==> config.mk <==
export PLATFORM = sky130hd
export DESIGN_NAME = assoc_page_table_replacement_core
export DESIGN_NICKNAME = d
export VERILOG_FILES = /design/src/design/aptr_pkg.sv /design/src/design/aptr_slot_mem.sv /design/src/design/aptr_scan.sv /design/src/design/assoc_page_table_replacement_core.sv
export SDC_FILE = /design/constraint.sdc
export NUM_CORES = 2
export LEC_CHECK = 0
export ABC_AREA = 1
export ABC_CLOCK_PERIOD_IN_PS = 10100
export BUFFER_PORTS_ARGS = -buffer_cell sky130_fd_sc_hd__buf_4
export CAP_MARGIN = 20
export CORE_ASPECT_RATIO = 1.75
export CORE_MARGIN = 3
export CORE_UTILIZATION = 35
export DETAILED_ROUTE_END_ITERATION = 7
export PLACE_DENSITY = 0.45
export SLEW_MARGIN = 10
export SYNTH_ARGS = -nofsm -noshare
export SYNTH_HDL_FRONTEND = slang
export SYNTH_SLANG_ARGS = --single-unit
export TNS_END_PERCENT = 5
==> constraint.sdc <==
create_clock -name clk -period 10.1 [get_ports clk]
set_input_delay 1.01 -clock clk [delete_from_list [all_inputs] [get_ports clk]]
set_output_delay 1.01 -clock clk [all_outputs]
set_load 0.02 [all_outputs]
==> src/design/aptr_pkg.sv <==
// Types and codes of the page table replacement core
package aptr_pkg;

    localparam logic [1:0] KIND_ACCESS = 2'd0;
    localparam logic [1:0] KIND_INVAL  = 2'd1;
    localparam logic [1:0] KIND_STATS  = 2'd2;
    localparam logic [1:0] KIND_NOP    = 2'd3;

    localparam logic [1:0] POLICY_FIFO  = 2'd0;
    localparam logic [1:0] POLICY_LRU   = 2'd1;
    localparam logic [1:0] POLICY_LFU   = 2'd2;
    localparam logic [1:0] POLICY_SWEEP = 2'd3;

    localparam logic [31:0] TIME_RESET = 32'd1;

    typedef struct packed {
        logic [15:0] owner;
        logic [19:0] page;
        logic [31:0] recent;
        logic [31:0] uses;
        logic [31:0] insert;
    } slot_entry_t;

    typedef struct packed {
        logic       clear;
        logic       step;
        logic [1:0] policy;
    } scan_ctl_t;

    typedef struct packed {
        logic hit_found;
        logic free_found;
    } scan_flags_t;

    typedef enum logic [5:0] {
        ST_IDLE   = 6'b000001,
        ST_SCAN   = 6'b000010,
        ST_DECIDE = 6'b000100,
        ST_CLOCK  = 6'b001000,
        ST_WRITE  = 6'b010000,
        ST_FINISH = 6'b100000
    } state_t;

endpackage

==> src/design/aptr_slot_mem.sv <==
// Slot metadata memory: one write port, one registered read port
module aptr_slot_mem #(
    parameter int DEPTH = 16
) (
    input  logic                       clk,
    input  logic                       we,
    input  logic [$clog2(DEPTH)-1:0]   waddr,
    input  aptr_pkg::slot_entry_t      wdata,
    input  logic [$clog2(DEPTH)-1:0]   raddr,
    output aptr_pkg::slot_entry_t      rdata
);

    aptr_pkg::slot_entry_t mem [DEPTH];
    aptr_pkg::slot_entry_t rdata_reg;

    always_ff @(posedge clk)
    begin
        if (we)
        begin
            mem[waddr] <= wdata;
        end
    end

    always_ff @(posedge clk)
    begin
        rdata_reg <= mem[raddr];
    end

    assign rdata = rdata_reg;

endmodule

==> src/design/aptr_scan.sv <==
// Per-slot scan: hit match, first free slot and victim candidate
module aptr_scan #(
    parameter int SLOT_W = 4
) (
    input  logic                   clk,
    input  logic                   rst_n,
    input  aptr_pkg::scan_ctl_t    ctl,
    input  logic [SLOT_W-1:0]      idx,
    input  logic                   valid,
    input  aptr_pkg::slot_entry_t  entry,
    input  logic [15:0]            pid,
    input  logic [19:0]            page,
    output aptr_pkg::scan_flags_t  flags,
    output logic [SLOT_W-1:0]      hit_idx,
    output aptr_pkg::slot_entry_t  hit_entry,
    output logic [SLOT_W-1:0]      free_idx,
    output logic [SLOT_W-1:0]      best_idx
);

    aptr_pkg::scan_flags_t flags_reg;
    aptr_pkg::slot_entry_t hit_entry_reg;
    aptr_pkg::slot_entry_t best_reg;
    logic [SLOT_W-1:0]     hit_idx_reg;
    logic [SLOT_W-1:0]     free_idx_reg;
    logic [SLOT_W-1:0]     best_idx_reg;
    logic                  best_vld_reg;
    logic                  match;
    logic                  better;

    assign match = valid && (entry.owner == pid) && (entry.page == page);

    always_comb
    begin
        case (ctl.policy)
            aptr_pkg::POLICY_FIFO: better = entry.insert < best_reg.insert;
            aptr_pkg::POLICY_LRU:  better = entry.recent < best_reg.recent;
            default:               better = (entry.uses < best_reg.uses) ||
                                            ((entry.uses == best_reg.uses) &&
                                             (entry.recent < best_reg.recent));
        endcase
    end

    always_ff @(posedge clk or negedge rst_n)
    begin
        if (!rst_n)
        begin
            flags_reg    <= '0;
            best_vld_reg <= 1'b0;
        end
        else if (ctl.clear)
        begin
            flags_reg    <= '0;
            best_vld_reg <= 1'b0;
        end
        else if (ctl.step)
        begin
            if (match && !flags_reg.hit_found)
            begin
                flags_reg.hit_found <= 1'b1;
            end
            if (!valid && !flags_reg.free_found)
            begin
                flags_reg.free_found <= 1'b1;
            end
            best_vld_reg <= 1'b1;
        end
    end

    always_ff @(posedge clk)
    begin
        if (ctl.step)
        begin
            if (match && !flags_reg.hit_found)
            begin
                hit_idx_reg   <= idx;
                hit_entry_reg <= entry;
            end
            if (!valid && !flags_reg.free_found)
            begin
                free_idx_reg <= idx;
            end
            // keep the lowest slot among equal keys
            if (!best_vld_reg || better)
            begin
                best_idx_reg <= idx;
                best_reg     <= entry;
            end
        end
    end

    assign flags     = flags_reg;
    assign hit_idx   = hit_idx_reg;
    assign hit_entry = hit_entry_reg;
    assign free_idx  = free_idx_reg;
    assign best_idx  = best_idx_reg;

endmodule

==> src/design/assoc_page_table_replacement_core.sv <==
// Top level of the fully associative page table with selectable replacement
//
// Input channel: raise start with kind, process_id, page_number and
// page_mapped; the transaction is taken at a clock edge where busy is low.
// Result channel: done pulses for one cycle with success, was_hit,
// slot_index, did_evict and the four statistics totals; the receiver
// cannot stall, so results are never held back.
// Configuration: policy_we writes policy_wdata into the replacement policy
// register (reset value LFU); write it only while busy is low.
// Sequence: a mapped access scans every slot through the single read port of
// the metadata memory, one slot per cycle, then passes the decide, write-back
// and finish states before done rises. An invalidate or a statistics reset
// skips the write-back. A CLOCK eviction adds the clock state between decide
// and write-back, passing set reference marks until it finds the victim.
// Unmapped accesses and unknown kinds go straight to finish. busy falls as
// done rises.
// Reset: all slots invalid, logical time 1, statistics off and zero; no
// memory clearing pass is needed since invalid slot contents are ignored.
module assoc_page_table_replacement_core #(
    parameter int SLOT_COUNT = 16
) (
    input  logic        clk,
    input  logic        rst_n,
    input  logic        start,
    output logic        busy,
    input  logic [1:0]  kind,
    input  logic [15:0] process_id,
    input  logic [19:0] page_number,
    input  logic        page_mapped,
    input  logic        policy_we,
    input  logic [1:0]  policy_wdata,
    output logic        done,
    output logic        success,
    output logic        was_hit,
    output logic [3:0]  slot_index,
    output logic        did_evict,
    output logic [31:0] access_total,
    output logic [31:0] hit_total,
    output logic [31:0] miss_total,
    output logic [31:0] evict_total
);

    localparam int SLOT_W = $clog2(SLOT_COUNT);
    localparam logic [SLOT_W:0]   SCAN_END = (SLOT_W+1)'(SLOT_COUNT);
    localparam logic [SLOT_W-1:0] SLOT_LAST = SLOT_W'(SLOT_COUNT - 1);

    aptr_pkg::state_t state_reg, state_next;

    // latched transaction
    logic [1:0]  kind_reg;
    logic [15:0] pid_reg;
    logic [19:0] page_reg;
    logic        mapped_reg;

    logic [1:0]            policy_reg;
    logic [SLOT_COUNT-1:0] valid_reg;
    logic [SLOT_COUNT-1:0] ref_reg;
    logic [SLOT_W-1:0]     sweep_reg;
    logic [31:0]           time_reg;
    logic [15:0]           tracked_reg;
    logic                  tracking_reg;
    logic [31:0]           access_cnt_reg;
    logic [31:0]           hit_cnt_reg;
    logic [31:0]           miss_cnt_reg;
    logic [31:0]           evict_cnt_reg;

    logic [SLOT_W:0]   cnt_reg;
    logic [SLOT_W-1:0] target_reg;
    logic              hit_reg;
    logic              evict_reg;

    logic        done_reg;
    logic        success_reg;
    logic        was_hit_reg;
    logic [3:0]  slot_reg;
    logic        did_evict_reg;

    logic                  accept;
    logic                  is_access;
    logic                  counted;
    logic [SLOT_W-1:0]     scan_idx;
    logic [SLOT_W-1:0]     sweep_inc;
    logic [SLOT_W+3:0]     slot_wide;
    aptr_pkg::scan_ctl_t   scan_ctl;
    aptr_pkg::scan_flags_t scan_flags;
    aptr_pkg::slot_entry_t rd_entry;
    aptr_pkg::slot_entry_t wr_entry;
    aptr_pkg::slot_entry_t hit_entry;
    logic [SLOT_W-1:0]     hit_idx;
    logic [SLOT_W-1:0]     free_idx;
    logic [SLOT_W-1:0]     best_idx;
    logic                  wr_en;

    assign accept    = start && (state_reg == aptr_pkg::ST_IDLE);
    assign busy      = (state_reg != aptr_pkg::ST_IDLE);
    assign is_access = (kind_reg == aptr_pkg::KIND_ACCESS);
    assign counted   = tracking_reg && (pid_reg == tracked_reg);
    assign scan_idx  = SLOT_W'(cnt_reg - 1'b1);
    assign sweep_inc = (sweep_reg == SLOT_LAST) ? '0 : sweep_reg + 1'b1;
    assign slot_wide = {4'b0, target_reg};

    // scan the slot that the registered memory read presents in the cycle after its address
    assign scan_ctl.clear  = accept;
    assign scan_ctl.step   = (state_reg == aptr_pkg::ST_SCAN) && (cnt_reg != '0);
    assign scan_ctl.policy = policy_reg;

    aptr_slot_mem #(
        .DEPTH (SLOT_COUNT)
    ) u_mem (
        .clk   (clk),
        .we    (wr_en),
        .waddr (target_reg),
        .wdata (wr_entry),
        .raddr (cnt_reg[SLOT_W-1:0]),
        .rdata (rd_entry)
    );

    aptr_scan #(
        .SLOT_W (SLOT_W)
    ) u_scan (
        .clk       (clk),
        .rst_n     (rst_n),
        .ctl       (scan_ctl),
        .idx       (scan_idx),
        .valid     (valid_reg[scan_idx]),
        .entry     (rd_entry),
        .pid       (pid_reg),
        .page      (page_reg),
        .flags     (scan_flags),
        .hit_idx   (hit_idx),
        .hit_entry (hit_entry),
        .free_idx  (free_idx),
        .best_idx  (best_idx)
    );

    // write back: refresh a hit, or fill a new mapping
    assign wr_en = (state_reg == aptr_pkg::ST_WRITE);
    always_comb
    begin
        if (hit_reg)
        begin
            wr_entry        = hit_entry;
            wr_entry.recent = time_reg;
            wr_entry.uses   = hit_entry.uses + 32'd1;
        end
        else
        begin
            wr_entry.owner  = pid_reg;
            wr_entry.page   = page_reg;
            wr_entry.insert = time_reg;
            wr_entry.recent = time_reg + 32'd1;
            wr_entry.uses   = 32'd1;
        end
    end

    always_comb
    begin
        state_next = state_reg;
        unique case (state_reg)
            aptr_pkg::ST_IDLE:
            begin
                if (start)
                begin
                    if (((kind == aptr_pkg::KIND_ACCESS) && page_mapped) ||
                        (kind == aptr_pkg::KIND_INVAL) || (kind == aptr_pkg::KIND_STATS))
                    begin
                        state_next = aptr_pkg::ST_SCAN;
                    end
                    else
                    begin
                        state_next = aptr_pkg::ST_FINISH;
                    end
                end
            end
            aptr_pkg::ST_SCAN:
            begin
                if (cnt_reg == SCAN_END)
                begin
                    state_next = aptr_pkg::ST_DECIDE;
                end
            end
            aptr_pkg::ST_DECIDE:
            begin
                if (!is_access)
                begin
                    state_next = aptr_pkg::ST_FINISH;
                end
                else if (!scan_flags.hit_found && !scan_flags.free_found &&
                         (policy_reg == aptr_pkg::POLICY_SWEEP))
                begin
                    state_next = aptr_pkg::ST_CLOCK;
                end
                else
                begin
                    state_next = aptr_pkg::ST_WRITE;
                end
            end
            aptr_pkg::ST_CLOCK:
            begin
                if (!ref_reg[sweep_reg])
                begin
                    state_next = aptr_pkg::ST_WRITE;
                end
            end
            aptr_pkg::ST_WRITE:  state_next = aptr_pkg::ST_FINISH;
            aptr_pkg::ST_FINISH: state_next = aptr_pkg::ST_IDLE;
            default:             state_next = aptr_pkg::ST_IDLE;
        endcase
    end

    always_ff @(posedge clk or negedge rst_n)
    begin
        if (!rst_n)
        begin
            state_reg      <= aptr_pkg::ST_IDLE;
            policy_reg     <= aptr_pkg::POLICY_LFU;
            valid_reg      <= '0;
            ref_reg        <= '0;
            sweep_reg      <= '0;
            time_reg       <= aptr_pkg::TIME_RESET;
            tracked_reg    <= '0;
            tracking_reg   <= 1'b0;
            access_cnt_reg <= '0;
            hit_cnt_reg    <= '0;
            miss_cnt_reg   <= '0;
            evict_cnt_reg  <= '0;
            cnt_reg        <= '0;
            hit_reg        <= 1'b0;
            evict_reg      <= 1'b0;
            done_reg       <= 1'b0;
        end
        else
        begin
            state_reg <= state_next;
            done_reg  <= (state_reg == aptr_pkg::ST_FINISH);
            if (policy_we)
            begin
                policy_reg <= policy_wdata;
            end
            unique case (state_reg)
                aptr_pkg::ST_IDLE:
                begin
                    cnt_reg   <= '0;
                    hit_reg   <= 1'b0;
                    evict_reg <= 1'b0;
                end
                aptr_pkg::ST_SCAN:
                begin
                    cnt_reg <= cnt_reg + 1'b1;
                    // drop every valid slot owned by the process
                    if (scan_ctl.step && !is_access && valid_reg[scan_idx] &&
                        (rd_entry.owner == pid_reg))
                    begin
                        valid_reg[scan_idx] <= 1'b0;
                        ref_reg[scan_idx]   <= 1'b0;
                    end
                end
                aptr_pkg::ST_DECIDE:
                begin
                    if (kind_reg == aptr_pkg::KIND_STATS)
                    begin
                        sweep_reg      <= '0;
                        time_reg       <= aptr_pkg::TIME_RESET;
                        tracked_reg    <= pid_reg;
                        tracking_reg   <= 1'b1;
                        access_cnt_reg <= '0;
                        hit_cnt_reg    <= '0;
                        miss_cnt_reg   <= '0;
                        evict_cnt_reg  <= '0;
                    end
                    hit_reg   <= scan_flags.hit_found;
                    evict_reg <= !scan_flags.hit_found && !scan_flags.free_found;
                end
                aptr_pkg::ST_CLOCK:
                begin
                    // pass marked slots, clearing their marks
                    ref_reg[sweep_reg] <= 1'b0;
                    sweep_reg          <= sweep_inc;
                end
                aptr_pkg::ST_WRITE:
                begin
                    valid_reg[target_reg] <= 1'b1;
                    ref_reg[target_reg]   <= 1'b1;
                    time_reg <= hit_reg ? time_reg + 32'd1 : time_reg + 32'd2;
                    if (counted)
                    begin
                        access_cnt_reg <= access_cnt_reg + 32'd1;
                        if (hit_reg)
                        begin
                            hit_cnt_reg <= hit_cnt_reg + 32'd1;
                        end
                        else
                        begin
                            miss_cnt_reg <= miss_cnt_reg + 32'd1;
                        end
                        if (evict_reg)
                        begin
                            evict_cnt_reg <= evict_cnt_reg + 32'd1;
                        end
                    end
                end
                aptr_pkg::ST_FINISH:
                begin
                    cnt_reg <= '0;
                end
                default:
                begin
                    cnt_reg <= '0;
                end
            endcase
        end
    end

    // transaction payload and result fields
    always_ff @(posedge clk)
    begin
        if (accept)
        begin
            kind_reg   <= kind;
            pid_reg    <= process_id;
            page_reg   <= page_number;
            mapped_reg <= page_mapped;
        end
        if (state_reg == aptr_pkg::ST_DECIDE)
        begin
            if (scan_flags.hit_found)
            begin
                target_reg <= hit_idx;
            end
            else if (scan_flags.free_found)
            begin
                target_reg <= free_idx;
            end
            else
            begin
                target_reg <= best_idx;
            end
        end
        if ((state_reg == aptr_pkg::ST_CLOCK) && !ref_reg[sweep_reg])
        begin
            target_reg <= sweep_reg;
        end
        if (state_reg == aptr_pkg::ST_FINISH)
        begin
            success_reg   <= !(is_access && !mapped_reg);
            was_hit_reg   <= is_access && mapped_reg && hit_reg;
            did_evict_reg <= is_access && mapped_reg && evict_reg;
            slot_reg      <= (is_access && mapped_reg) ? slot_wide[3:0] : 4'd0;
        end
    end

    assign done         = done_reg;
    assign success      = success_reg;
    assign was_hit      = was_hit_reg;
    assign slot_index   = slot_reg;
    assign did_evict    = did_evict_reg;
    assign access_total = access_cnt_reg;
    assign hit_total    = hit_cnt_reg;
    assign miss_total   = miss_cnt_reg;
    assign evict_total  = evict_cnt_reg;

endmodule

==> impl_metrics.env <==
export IMPL_die_w_um=432.4
export IMPL_path_common_cell="buf_4"
export IMPL_fmax_mhz=177.9
export IMPL_path_max_fanout=87
export IMPL_setup_viol=0
export IMPL_start_util_pct=35.20
export IMPL_gp_congestion=0.9079
export IMPL_wl_met1_um=138900
export IMPL_clk_pin_slew_worst_paths_ns=0.07
export IMPL_synth_top_cell_area_share_pct=63.92
export IMPL_synthArstFlopShare_pct=8.486
export IMPL_seq_power_share_pct=48.5
export IMPL_drc=0
export IMPL_finalCritPeriodShare_pct=55.65
export IMPL_avgSynthCellArea_um2=12.00
export IMPL_clkPwrFrac_pct=38.1
export IMPL_synth_flop_cell="edfxtp_1"
export IMPL_maxSlewHeadroom_pct=21.76
export IMPL_antenna_found_initial=6
export IMPL_nNetsFinal=9591
export IMPL_synth_edf_count=2370
export IMPL_coreArea_mm2=0.3163
export IMPL_drtIter0Drc=5787
export IMPL_largest_register_ff_count=2112
export IMPL_firstDrtPassIters=5
export IMPL_cts_hold_buf=0
export IMPL_grt_ovfl_total=0
export IMPL_synth_net_count=9434
export IMPL_tightest_slew_ns=1.174
export IMPL_required_ns=10.59
export IMPL_fp_dieH_um=752.1
export IMPL_yosysWarnings=0
export IMPL_synth_area_mm2=0.1113
export IMPL_post_cts_buffers=0
export IMPL_reg2regPathDepth=12
export IMPL_worst_setup_path_end_kind="flip-flop"
export IMPL_grt_pass1_wl_um=513300
export IMPL_wl_met2_um=187300
export IMPL_path_class="flip-flop to flip-flop"
export IMPL_clk_latency_ns=0.89
export IMPL_synth_most_common_cell="edfxtp_1"
export IMPL_track_usage_pct=21.20
export IMPL_final_setup_skew_ns=0.04512
export IMPL_via_per_inst=5.381
export IMPL_yosysSeqAreaShare_pct=71.51
export IMPL_top_layer_used="met4"
export IMPL_antenna_left=0
export IMPL_tritoncts="yes"
export IMPL_cap_violations=0
export IMPL_startpoint_type="flip-flop"
export IMPL_post_cts_resized=0
export IMPL_core_rowCount=273
export IMPL_die_area_mm2=0.3252
export IMPL_worstHoldPathType="input pin to asynchronous set/reset pin"
export IMPL_synthCells=9278
export IMPL_vias=74180
export IMPL_fill_cells=29890
export IMPL_wl_per_cell_um=25.67
export IMPL_cts_root_buf="clkbuf_16"
export IMPL_portBuffers=181
export IMPL_hold_viol_final=0
export IMPL_p_leak_nw=40.48
export IMPL_dp_hpwl_um=198100
export IMPL_critical_path_slowest_cell="dfrtp_4"
export IMPL_ir_drop_v=0.0002006
export IMPL_fin_crit_ns=5.621
export IMPL_intPower_mw=19.45
export IMPL_syn2layout_area_growth_pct=13.94
export IMPL_crit_chain="inv_8 -> buf_4 -> nand3_1 -> nand2_1 -> nand2_2 -> nor2_2 -> a22oi_2 -> a21boi_0 -> nand2_1 -> inv_6 -> buf_4 -> buf_4"
export IMPL_synth_common_cells="edfxtp_1, o21ai_0, nor2_1"
export IMPL_clock_sinks=2734
export IMPL_cp_slowest_stage_delay_ns=0.81
export IMPL_finalSetupTns_ns=0
export IMPL_synth_area_leaders="edfxtp_1, o21ai_0, dfrtp_1"
export IMPL_grt_pass1_vias=73970
export IMPL_ys_ff_latch=2734
export IMPL_status="finished clean"
export IMPL_numCtsBuffers=277
export IMPL_rsz0062_at_grt="false"
export IMPL_htreeDepth=5
export IMPL_drive_gt1_share_pct=9.561
export IMPL_drt_total_wl_um=353900
export IMPL_met3_length_um=13910
export IMPL_stdcell_count=13780
export IMPL_drv_slew=0
export IMPL_switching_share_pct=28.28
export IMPL_place_inst=13260
export IMPL_ios=182
export IMPL_power_density_mw_per_mm2=213.8
export IMPL_yosys_area_top_type="edfxtp_1"
export IMPL_critical_path_arrival_ns=6.11
export IMPL_power_frac_comb_pct=13.4
export IMPL_grt_max_degree=196
export IMPL_cts_path_max_buffers=4
export IMPL_power_switching_mw=7.667
export IMPL_ys_types=58
==> power groups by stage <==
stage,combinational [mW],sequential [mW],clock (mW)
5_1_grt,4.05,13.2,11.0
2_1_floorplan,2.49,13.1,0
6_report,3.63,13.1,10.3
3_3_place_gp,3.64,13.4,0
4_1_cts,3.69,13.2,10.6
3_5_place_dp,3.68,13.4,0
==> kinds of logic after synthesis <==
logic type	after synthesis	synth area share (%)
fa+ha+maj	111	1.247
xor+xnor	111	0.8901
compound gates	2163	11.05
buf+inv	919	3.194
mux	1	0.01011
simple gates	3239	12.09
flops	2734	71.51
==> path summary, 6_finish.rpt <==
| path | start | slack, ns | end |
|---|---|---|---|
| setup / recovery | cnt_reg[1] | 4.48 | u_scan.hit_entry[44] |
| hold reg to reg | u_mem.rdata[104] | 0.44 | u_scan.hit_entry[104] |
| setup reg to reg | cnt_reg[1] | 4.48 | u_scan.hit_entry[44] |
| min in group clk | process_id[4] | 0.31 | pid_reg[4] |
| max in group asynchronous | rst_n | 8.60 | access_total[30] |
| hold / removal | rst_n | 0.10 | evict_total[26] |
==> metrics by stage <==
step | setup WS, ns | total power [mW] | instance area (um2) | utilization, % | hold WS (ns)
2_1_floorplan | 2.750 | 15.60 | 111300 | - | 0.4082
3_3_place_gp | 4.443 | 17.04 | 117700 | 37.20 | 0.4221
3_5_place_dp | 4.425 | 17.08 | 117800 | 37.24 | 0.4233
4_1_cts | 4.401 | 27.49 | 126700 | 40.04 | 0.03440
5_1_grt | 4.093 | 28.25 | 126900 | 40.10 | 0.09454
6_report | 4.479 | 27.11 | 126900 | 40.10 | 0.1008
==> cell type report <==
class | instances | area, um2 | share of cell area [%]
Tap cell | 4125 | 5161 | 4.069
Timing Repair Buffer | 405 | 3281 | 2.586
Antenna cell | 5 | 12.51 | 0.009863
Clock buffer | 379 | 7601 | 5.992
Sequential cell | 2734 | 79640 | 62.78
Clock inverter | 119 | 1284 | 1.012
Inverter | 392 | 1516 | 1.195
Multi-Input combinational cell | 5625 | 28360 | 22.36
==> layout by cell type, fill, tap and decap left out, drive strengths merged, types with 8 or more instances in the layout <==
cell type / count
a21oi: 118
a2bb2oi: 8
a31oi: 8
buf: 404
bufinv: 22
clkbuf: 380
clkinv: 79
clkinvlp: 11
dfrtp: 229
dfxtp: 132
edfxtp: 2370
ha: 111
inv: 399
nand2: 1108
nand3: 462
nand3b: 23
nand4: 70
nor2: 1378
nor3: 119
nor4: 25
o211ai: 67
o21ai: 1395
o221ai: 209
o22ai: 338
or2: 49
xnor2: 32
xor2: 79
==> critical path: cells and delay by family, from the launching register on <==
kind            cells  cell delay [ns]
simple gates        5             0.89
flops               1             0.81
buf+inv             5             3.07
compound gates      2             0.31
==> routing by layer <==
metal / track usage (%) / vias up
met3: 2.319 / 537
met5: 0 / -
met4: 7.960 / 0
met1: 25.02 / 37850
li1: - / 33990
met2: 39.24 / 1803
Note: power is estimated with default switching activity, not from simulation.
